**src/rtl/pbp_pkg.sv**
```systemverilog
// Shared types and constants for the perceptron branch predictor.
`default_nettype none
package pbp_pkg;
	localparam int SUM_W = 14;
	localparam int CFG_IDX_W = 2;
	localparam int CFG_DATA_W = 13;

	localparam logic [CFG_IDX_W-1:0] CFG_INDEX_BITS = 2'd0;
	localparam logic [CFG_IDX_W-1:0] CFG_HIST_LEN = 2'd1;
	localparam logic [CFG_IDX_W-1:0] CFG_THRESHOLD = 2'd2;

	localparam logic signed [SUM_W-1:0] SUM_MAX = 14'sd8191;
	localparam logic signed [SUM_W-1:0] SUM_MIN = -14'sd8192;

	typedef enum logic [4:0] {
		S_CLEAR = 5'b00001,
		S_IDLE = 5'b00010,
		S_ROW = 5'b00100,
		S_SUM = 5'b01000,
		S_OUT = 5'b10000
	} state_t;
endpackage
`default_nettype wire

```
**src/rtl/pbp_row_update.sv**
```systemverilog
// Per-weight saturating training update of one perceptron row.
`default_nettype none
module pbp_row_update import pbp_pkg::*; #(
	parameter int WEIGHT_BITS = 8,
	parameter int ROW_LEN = 33
) (
	input wire logic [ROW_LEN-1:0][WEIGHT_BITS-1:0] row_in,
	input wire logic [ROW_LEN-1:0] lane_act,
	input wire logic [ROW_LEN-1:0] lane_x,
	input wire logic outcome,
	output logic [ROW_LEN-1:0][WEIGHT_BITS-1:0] row_out
);
	localparam logic signed [WEIGHT_BITS-1:0] W_MAX = {1'b0, {(WEIGHT_BITS-1){1'b1}}};
	localparam logic signed [WEIGHT_BITS-1:0] W_MIN = {1'b1, {(WEIGHT_BITS-1){1'b0}}};

	always_comb begin
		logic signed [WEIGHT_BITS-1:0] w;
		for (int k = 0; k < ROW_LEN; k++) begin
			w = row_in[k];
			row_out[k] = row_in[k];
			if (lane_act[k]) begin
				if (lane_x[k] == outcome) begin
					if (w != W_MAX) row_out[k] = w + WEIGHT_BITS'(1);
				end else begin
					if (w != W_MIN) row_out[k] = w - WEIGHT_BITS'(1);
				end
			end
		end
	end
endmodule
`default_nettype wire
```
**config.mk**
```make
export PLATFORM = sky130hd
export DESIGN_NAME = pbp_row_update
export DESIGN_NICKNAME = d
export VERILOG_FILES = /design/src/rtl/pbp_pkg.sv /design/src/rtl/pbp_row_update.sv
export SDC_FILE = /design/constraint.sdc
export NUM_CORES = 1
export LEC_CHECK = 0
export BUFFER_PORTS_ARGS = -buffer_cell sky130_fd_sc_hd__buf_2
export CAP_MARGIN = 20
export CORE_AREA = 2 2 230 232
export DETAILED_ROUTE_END_ITERATION = 8
export DIE_AREA = 0 0 232 234
export PLACE_DENSITY_LB_ADDON = 0.3
export SLEW_MARGIN = 20
export SYNTH_ARGS = -nofsm -noshare
export SYNTH_HDL_FRONTEND = slang
export SYNTH_SLANG_ARGS = --single-unit
```
**constraint.sdc**
```tcl
create_clock -name vclk -period 8.4
set_input_delay 2.52 -clock vclk [all_inputs]
set_output_delay 2.52 -clock vclk [all_outputs]
set_load 0.005 [all_outputs]
```
Word level (Yosys, flattened, before mapping). Cells that the tools add are included.

Multiplexer cells: 132. Eq/ne operators: 99. Add/sub/neg operators: 66.

Operators with widths (number): 8-bit 2-to-1 mux (132); 8-bit inequality test (second input constant) (66); 8-bit by 2-bit adder with 8-bit output (second input constant) (33); 8-bit by 2-bit subtractor with 8-bit output (second input constant) (33); 1-bit == test (33).

Bits of input ports: 331. Word-level logic and storage cells: 297. Register bits after elaboration: 0. Output and inout bits: 264.

Depth between registers and ports, before layout. Gate-level depths: netlist of the first run.

Depth after elaboration: 4. Gate-level depth with buffers: 8. Gate-level depth less buffers: 7.

Worst setup path after synthesis of the first run. Ideal clock, no wire load.

Path kind: input port to output port. Start point: in row_in[241] (netlist bit). End point: out row_out[246] (netlist bit). Path buffers: 1. Arrival time: 4.034 ns. Required time: 5.880 ns. Setup slack: 1.846 ns. Stages on the path: 8. Path through: clkbuf_1 inv_1 ha_1 and3b_1 or4_1 o21ai_0 a21oi_1 a31oi_1.

RTL lines: start, declared (RTL line pbp_row_update.sv:7) `input wire logic [ROW_LEN-1:0][WEIGHT_BITS-1:0] row_in,`; end, declared (RTL line pbp_row_update.sv:11) `output logic [ROW_LEN-1:0][WEIGHT_BITS-1:0] row_out`.

==> results of run 1 <==
## routing by layer
metal | vias to the layer above | share of wire (%) | wire, µm | track usage, %
li1 | 11000 | - | - | -
met1 | 10100 | 41 | 26500 | 27.1
met2 | 1063 | 48 | 30700 | 37.5
met3 | 116 | 8.7 | 5620 | 3.81
met4 | 12 | 2.4 | 1520 | 4.61
met5 | - | 0.12 | 79 | 0
## worst max-delay path, delay by kind of cell
kind / cells / cell delay (ps)
AOI/OAI and AO/OA: 3 / 990
buffers and inverters: 3 / 960
xor gates and xnor gates: 1 / 320
## power by group through the flow
stage                clock (W)  sequential (W)  combinational [W]
2_1_floorplan                0               0           0.000654
3_3_place_gp                 0               0            0.00109
3_5_place_dp                 0               0            0.00108
4_1_cts                      0               0            0.00109
5_1_grt        0.0000000000957               0            0.00122
6_report        0.000000000192               0            0.00110
## layout by cell type (no fill, tap or decap), types with 38 or more instances in the layout
cell type,count
a31oi_1,63
and3_1,42
a21oi_1,178
o21ai_0,274
buf_2,594
nor3_1,118
inv_1,137
nor4_1,42
xnor2_1,72
nand3_1,151
nand4_1,43
o211ai_1,47
nand2_1,301
or3_1,38
ha_1,99
nor2_1,206
## Yosys cell counts (21+ instances only)
library cell,number,area share (%)
a21oi_1,178,5.6
a221o_1,21,1.3
a22o_1,30,1.6
a22oi_1,21,0.99
a31oi_1,63,2.5
and3_1,42,1.6
clkbuf_1,143,3.4
ha_1,99,7.8
inv_1,137,3.2
mux2i_1,26,1.6
nand2_1,301,7.1
nand2b_1,36,1.4
nand3_1,151,4.7
nand3b_1,27,1.3
nand4_1,43,1.7
nor2_1,206,4.8
nor2b_1,21,0.82
nor3_1,118,3.7
nor4_1,42,1.6
o211ai_1,47,2.2
o21ai_0,274,8.6
o22ai_1,29,1.1
o311ai_0,26,1.4
or3_1,38,1.5
or4_1,24,1.1
xnor2_1,72,3.9
xor2_1,25,1.4
## per-stage QoR
| step | power (W) | setup slack [ps] | util [%] | cells |
|---|---|---|---|---|
| after floorplan | 0.000654 | 1850 | - | 2645 |
| after global placement | 0.00109 | 1110 | 36.9 | 3772 |
| after detailed placement | 0.00108 | 1070 | 36.9 | 3772 |
| after CTS | 0.00109 | 1070 | 36.9 | 3772 |
| after global routing | 0.00122 | 880 | 36.9 | 3778 |
| final | 0.00110 | 1050 | 37.0 | 3784 |
## worst min path at each step
stage	from	end	slack (ps)	depth (start not counted)
4_1_cts	row_in[78]	row_out[78]	5380	3
2_1_floorplan	row_in[147]	row_out[147]	5090	1
6_report	row_in[120]	row_out[120]	5380	3
5_1_grt	row_in[176]	row_out[176]	5400	3
3_3_place_gp	row_in[78]	row_out[78]	5380	3
3_5_place_dp	row_in[78]	row_out[78]	5370	3
## kinds of logic (layout without fill, tap and decap cells)
family,count (synthesis),in the layout
other,0,12
AO/OA/AOI/OAI,962,962
XOR/XNOR,112,112
AND/OR/NAND/NOR,1145,1145
multiplexers,29,29
adder cells (fa/ha/maj),99,99
buffers and inverters,298,737
## area by class of cell
cell class	count	area, µm²
inverters	137	514
repair buffers	600	3030
fillers	5733	32800
diodes	12	30.0
well taps	688	861
multi-input cells	2347	14800
==> flow_metrics.py, run 1 <==
metrics = {
    "run_status": {
        "status": "complete, no violations",
    },
    "clock_network": {
        "cts_resized": 0,
        "postCtsSetupBuffers": 0,
        "hold_buffers": 0,
    },
    "sta": {
        "clock.fmax_ghz": 0.136,
        "rsz0062_at_grt": "no",
        "setup_violations": 0,
        "hold_slack_ps": 5380,
        "fin_crit_sh_pct": 87.5,
        "hold_viol": 0,
        "worstMarginPinSlew_ps": 908,
        "slew_headroom_pct": 38.9,
        "drv_slew": 0,
        "tns_ps": 0,
        "fin_crit_ps": 7350,
    },
    "worst_setup_path": {
        "critical_path.max_stage_delay_ps": 590,
        "crit_arrival_ps": 4830,
        "cp_cell_sequence": "buf_4 > buf_12 > xnor2_1 > a41oi_1 > a22oi_1 > o32ai_1 > buf_2",
        "crit_start": "outcome",
        "path_max_fanout": 31,
        "crit_path_end_kind": "primary output",
        "crit_type": "input port to primary output",
        "cp-start-kind": "input port",
        "slowest_stage": "a41oi_1",
        "crit_end": "row_out[154]",
        "required_ps": 5880,
    },
    "synth": {
        "synth_top_family_by_area": "compound AO/OA/AOI/OAI gates",
        "synth_cells": 2645,
        "synth_area_per_cell_um2": 6.04,
        "yosysWarnings": 0,
        "netlist_area_um2": 16000,
        "synthAdderAreaFrac_pct": 7.76,
        "synth-simple-area-share_pct": 36.4,
        "synth_seq_area_share_pct": 0,
        "synth-xor-area-share_pct": 6.85,
        "synth_compound_area_share_pct": 39.8,
        "synth_mux_area_share_pct": 1.84,
        "synth_nets": 3075,
        "yosysUniqueCellTypes": 86,
    },
    "floorplanning": {
        "fp.dieW_um": 232,
        "num_rows": 84,
        "core_area_um2": 52000,
        "die_h_um": 234,
        "fp.dieArea_um2": 54300,
        "initial_core_util_pct": 30.7,
        "ios": 595,
    },
    "pwr": {
        "leakagePower_nw": 8.03,
        "powerDensity_nw_per_um2": 57.4,
        "clkPwrFrac_pct": 0,
        "power_switching_share_pct": 61.0,
        "p_int_w": 0.000431,
        "ir_drop_mv": 0.0334,
        "power_frac_comb_pct": 100.0,
        "pwr-share-seq_pct": 0,
        "p_switching_w": 0.000673,
    },
    "route": {
        "routed_wl_mm": 64.4,
        "drt_iter0_markers": 2037,
        "drc": 0,
        "wire_per_inst_um": 17.0,
        "via_count": 22300,
        "viasPerCell": 5.89,
        "drt-pass1-iter-count": 5,
        "ant_nets": 0,
    },
    "layout": {
        "fin_nets": 3516,
        "nFlopsAndLatches": 0,
        "num-clock-buffers": 0,
        "area_growth_pct": 20.5,
        "sequential_cell_area_um2": 0,
        "fin_area_um2": 19200,
        "drive_gt1_share_pct": 21.1,
    },
    "grt": {
        "track_usage_pct": 21.3,
        "antenna_found_initial": 15,
        "grt_pass1_wl_mm": 99.3,
        "globalRouteOverflowTotal": 0,
        "grt_max_degree": 32,
        "grt_pass1_vias": 19100,
    },
    "place": {
        "io_buffers": 595,
        "gp_congestion": 0.982,
        "placed_cell_area_um2": 19200,
        "hpwl_mm": 52.1,
    },
    "flow_run": {
        "maxCapViolCount": 0,
    },
    "hold_path": {
        "hp-class": "input port to primary output",
    },
}
Power figures use the tool's default switching activity.
==> inputs of run 2 (changes only) <==
--- a/config.mk
+++ b/config.mk
@@ -10,7 +10,7 @@
 export CORE_AREA = 2 2 230 232
 export DETAILED_ROUTE_END_ITERATION = 8
 export DIE_AREA = 0 0 232 234
-export PLACE_DENSITY_LB_ADDON = 0.3
+export PLACE_DENSITY_LB_ADDON = 0.08
 export SLEW_MARGIN = 20
 export SYNTH_ARGS = -nofsm -noshare
 export SYNTH_HDL_FRONTEND = slang
==> run 2 against run 1 <==
Against the previous run:
- worst setup slack got worse by 140 ps
- utilization increased by 0.087 points
- clock-buffer cell count unchanged
- cell count increased by 0.48%
- sequential share of layout area unchanged
- critical path type unchanged
- largest cell class unchanged
==> flow_metrics.py, run 2 (same netlist as run 1, synthesis figures left out) <==
metrics = {
    "pwr": {
        "leakagePower_nw": 8.03,
        "clkPwrFrac_pct": 0,
        "power_switching_share_pct": 61.7,
        "power_frac_comb_pct": 100.0,
        "pwr-share-seq_pct": 0,
        "p_switching_w": 0.000694,
        "ir_drop_mv": 0.0464,
        "powerDensity_nw_per_um2": 58.3,
        "p_int_w": 0.000431,
    },
    "layout": {
        "sequential_cell_area_um2": 0,
        "nFlopsAndLatches": 0,
        "num-clock-buffers": 0,
        "nFillCells": 5847,
        "drive_gt1_share_pct": 21.1,
        "final_common_cell": "buf_2",
        "area_growth_pct": 20.8,
        "mostFrequentLayoutCells": "buf_2 (594), nand2_1 (301), o21ai_0 (274)",
        "fin_nets": 3516,
    },
    "worst_setup_path": {
        "required_ps": 5880,
        "crit_arrival_ps": 4970,
        "crit_type": "input port to primary output",
        "crit_path_end_kind": "primary output",
        "cp-start-kind": "input port",
        "path_max_fanout": 44,
    },
    "hold_path": {
        "min_from": "row_in[214]",
        "hp-class": "input port to primary output",
        "holdPathStages": 3,
        "hold_end": "row_out[214]",
    },
    "grt": {
        "grt_pass1_wl_mm": 108,
        "grt_max_degree": 45,
        "track_usage_pct": 23.6,
        "globalRouteOverflowTotal": 0,
        "grt_pass1_vias": 20300,
        "antenna_found_initial": 39,
    },
    "sta": {
        "tns_ps": 0,
        "clock.fmax_ghz": 0.134,
        "slew_headroom_pct": 34.6,
        "hold_viol": 0,
        "fin_crit_ps": 7490,
        "fin_crit_sh_pct": 89.1,
        "fin_ws_ps": 913,
        "drv_slew": 0,
        "rsz0062_at_grt": "no",
        "setup_violations": 0,
        "worstMarginPinSlew_ps": 981,
    },
    "route": {
        "drt_iter0_markers": 2206,
        "ant_nets": 0,
        "wire_per_inst_um": 18.6,
        "drt-pass1-iter-count": 6,
        "via_count": 22800,
        "drc": 0,
        "viasPerCell": 6.01,
        "routed_wl_mm": 70.9,
    },
    "clock_network": {
        "cts_resized": 0,
        "hold_buffers": 0,
        "postCtsSetupBuffers": 0,
    },
    "floorplanning": {
        "fp.dieW_um": 232,
        "fp.dieArea_um2": 54300,
        "die_h_um": 234,
        "initial_core_util_pct": 30.7,
        "ios": 595,
        "num_rows": 84,
        "core_area_um2": 52000,
    },
    "run_status": {
        "status": "complete, no violations",
    },
    "place": {
        "pre_cts_ws_ps": 877,
        "gp_congestion": 1.00,
        "hpwl_mm": 57.6,
        "io_buffers": 595,
    },
    "flow_run": {
        "maxCapViolCount": 0,
    },
}
==> run 2: changes by cell type in the layout (fill, tap and decap cells not counted) <==
cell / delta
diode_2: +18
==> run 2: per-layer routing <==
layer  GRT usage, %  part of all wire, %  vias to the layer above
met4           7.91                  3.2                       22
met2           40.1                   47                     1025
li1               -                    -                    11000
met1           29.8                   41                    10600
met3           4.60                  8.3                      157
met5              0                 0.19                        -
==> run 2: critical path, cell delays in order <==
cell,delay (ps)
buf_4,730
xnor2_1,440
nor2_1,250
nand2_1,120
o311ai_0,640
buf_2,240
==> run 2: final cells by class <==
cell class | instances | area, µm² | area share (%)
repair buffers | 600 | 3030 | 15.7
well taps | 688 | 861 | 4.47
multi-input cells | 2347 | 14800 | 76.8
diodes | 30 | 75.1 | 0.389
inverters | 137 | 514 | 2.67
==> run 2: power by group through the flow <==
stage | clock, W | combinational (W) | sequential (W)
floorplan | 0 | 0.000654 | 0
global placement | 0 | 0.00110 | 0
detailed placement | 0 | 0.00111 | 0
CTS | 0 | 0.00111 | 0
global route | 0.000000000367 | 0.00124 | 0
finish | 0.000000000479 | 0.00112 | 0
==> run 2: worst max-delay path by stage <==
stage                   endpoint         from
CTS                 row_out[197]      outcome
global route         row_out[36]      outcome
detailed placement  row_out[197]      outcome
floorplan           row_out[246]  row_in[241]
finish              row_out[102]      outcome
global placement    row_out[197]      outcome
==> run 2: metrics by stage <==
stage | util, % | total power [W] | std cells | cell area [µm²] | hold slack (ps)
6_report | 37.1 | 0.00112 | 3802 | 19300 | 5380
3_3_place_gp | 36.9 | 0.00110 | 3772 | 19200 | 5370
5_1_grt | 37.0 | 0.00124 | 3795 | 19300 | 5400
3_5_place_dp | 36.9 | 0.00111 | 3772 | 19200 | 5370
4_1_cts | 36.9 | 0.00111 | 3772 | 19200 | 5380
2_1_floorplan | - | 0.000654 | 2645 | 16000 | 5090
==> inputs of run 3 (changes only) <==
--- a/config.mk
+++ b/config.mk
@@ -5,11 +5,12 @@
 export SDC_FILE = /design/constraint.sdc
 export NUM_CORES = 1
 export LEC_CHECK = 0
+export ABC_AREA = 1
 export BUFFER_PORTS_ARGS = -buffer_cell sky130_fd_sc_hd__buf_2
 export CAP_MARGIN = 20
-export CORE_AREA = 2 2 230 232
+export CORE_AREA = 2 2 234 236
 export DETAILED_ROUTE_END_ITERATION = 8
-export DIE_AREA = 0 0 232 234
+export DIE_AREA = 0 0 236 238
 export PLACE_DENSITY_LB_ADDON = 0.08
 export SLEW_MARGIN = 20
 export SYNTH_ARGS = -nofsm -noshare
==> run 3 against run 2 <==
Against the previous run:
- routed wire length is 6.3% higher
- via count increased by 15%
- area after synthesis rose by 17%
- total power increased by 0.68%
- worst setup slack better by 580 ps
- non-clock buffer count shrank 4
- cell count grew 41%
- sequential share of layout area is the same
- cell area increased by 14%
- highest routed layer unchanged
- hold slack worse by 16 ps
==> flow_metrics.py, run 3 <==
metrics = {
    "floorplanning": {
        "initial_core_util_pct": 34.9,
        "num_rows": 85,
        "fp.dieW_um": 236,
        "fp.dieArea_um2": 56200,
        "die_h_um": 238,
        "ios": 595,
        "core_area_um2": 53500,
    },
    "synth": {
        "post-synth-top-count-cell": "nand2_1",
        "synth_cells": 4166,
        "netlist_area_um2": 18700,
        "netlist_top_cells_area": "nand2_1 (36%), nor2_1 (11%), inv_1 (11%)",
        "synth_nets": 4596,
        "yosysTopAreaCellShare_pct": 35.6,
        "synth_common_cells": "nand2_1 (1771), nor2_1 (568), inv_1 (548), nand3_1 (385), o21ai_0 (249)",
        "yosysUniqueCellTypes": 32,
        "yosysWarnings": 0,
        "synth_area_per_cell_um2": 4.48,
        "synth_top_area_cell": "nand2_1",
        "synth_seq_area_share_pct": 0,
    },
    "sta": {
        "fin_crit_ps": 6910,
        "tns_ps": 0,
        "hold_viol": 0,
        "slew_headroom_pct": 55.8,
        "setup_violations": 0,
        "clock.fmax_ghz": 0.145,
        "fin_crit_sh_pct": 82.3,
        "rsz0062_at_grt": "no",
        "drv_slew": 0,
        "worstMarginPinSlew_ps": 660,
    },
    "route": {
        "drc": 0,
        "drt_iter0_markers": 1609,
        "dr_wl_met3_mm": 5.83,
        "top_layer_used": "met5",
        "dr_wl_met2_mm": 35.5,
        "wl_met1_mm": 32.0,
        "viasPerCell": 4.90,
        "drt-pass1-iter-count": 8,
        "via_count": 26300,
        "wire_per_inst_um": 14.1,
        "ant_nets": 0,
        "routed_wl_mm": 75.4,
    },
    "layout": {
        "instances_no_fill": 5365,
        "fin_area_um2": 22000,
        "sequential_cell_area_um2": 0,
        "area_growth_pct": 18.0,
        "final_common_cell": "nand2_1",
        "fin_nets": 5072,
        "nFlopsAndLatches": 0,
        "num-clock-buffers": 0,
        "drive_gt1_share_pct": 14.7,
        "multi_input_area_um2": 15900,
        "mostFrequentLayoutCells": "nand2_1 (1771), buf_2 (594), nor2_1 (568)",
        "nFillCells": 6363,
    },
    "place": {
        "placed_cell_area_um2": 21900,
        "place_inst": 5336,
        "gp_congestion": 0.963,
        "io_buffers": 595,
        "hpwl_mm": 63.9,
    },
    "pwr": {
        "ir_drop_mv": 0.0334,
        "leakagePower_nw": 13.4,
        "powerDensity_nw_per_um2": 51.4,
    },
    "flow_run": {
        "maxCapViolCount": 0,
    },
    "grt": {
        "grt_pass1_vias": 23200,
        "globalRouteOverflowTotal": 0,
        "grt_max_degree": 29,
        "grt_pass1_wl_mm": 119,
        "track_usage_pct": 25.0,
        "antenna_found_initial": 33,
    },
    "worst_setup_path": {
        "crit_type": "input port to primary output",
        "crit_path_end_kind": "primary output",
        "required_ps": 5880,
        "path_max_fanout": 26,
        "cp-start-kind": "input port",
        "crit_arrival_ps": 4390,
    },
    "clock_network": {
        "hold_buffers": 0,
        "postCtsSetupBuffers": 0,
        "cts_resized": 0,
    },
    "run_status": {
        "status": "complete, no violations",
    },
    "hold_path": {
        "hp-class": "input port to primary output",
    },
}
-- run 3: cell types whose count changed in the layout (fill, tap and decap cells not counted), sizes merged, moves of 48 or more --
cell,change
xnor2,-60
inv,+431
nor3,-102
nand2,+1498
nor2,+380
nand3,+234
a31oi,-48
-- run 3: worst paths after layout --
path	start	end	slack, ps	depth (start not counted)
worst max-delay path	outcome	row_out[31]	1490	8
worst min-delay path	row_in[48]	row_out[48]	5360	4
-- run 3: power breakdown --
part / leakage, nW / internal (W) / switching, W
clock network: 0.000184 / 0.000000000463 / 0
registers: 0 / 0 / 0
logic: 13.4 / 0.000399 / 0.000734
-- run 3: layout make-up --
cell class                 instances  share of cell area [%]
antenna                           29                   0.330
inverter                         568                    9.71
multi-input combinational       3476                    72.4
tap                              696                    3.96
timing repair buffer             596                    13.6
-- run 3: metal layers --
metal | vias up | track usage (%)
li1 | 13900 | -
met1 | 11400 | 31.1
met2 | 832 | 43.8
met3 | 124 | 5.18
met4 | 20 | 6.45
met5 | - | 0
-- run 3: kinds of logic after synthesis --
logic type / count (synthesis) / synth area share (%)
buffers and inverters: 690 / 14.5
and+or+nand+nor: 2812 / 60.7
adders and majority gates: 99 / 6.64
xor gates and xnor gates: 87 / 4.53
AOI/OAI and AO/OA: 478 / 13.6
-- run 3: worst max-delay path: stages --
cell	delay, ps
buf_4	470
buf_4	380
xnor2_4	200
nand2_1	170
nor2_1	120
nor2_1	40
a21oi_1	280
buf_2	180
-- run 3: through the flow --
step / power, W / hold slack, ps / setup slack (ps) / utilization [%]
floorplan: 0.000689 / 5130 / 2340 / -
global placement: 0.00113 / 5370 / 1410 / 41.0
detailed placement: 0.00112 / 5370 / 1400 / 41.0
CTS: 0.00113 / 5370 / 1390 / 41.0
global route: 0.00128 / 5400 / 1240 / 41.1
finish: 0.00113 / 5360 / 1490 / 41.2
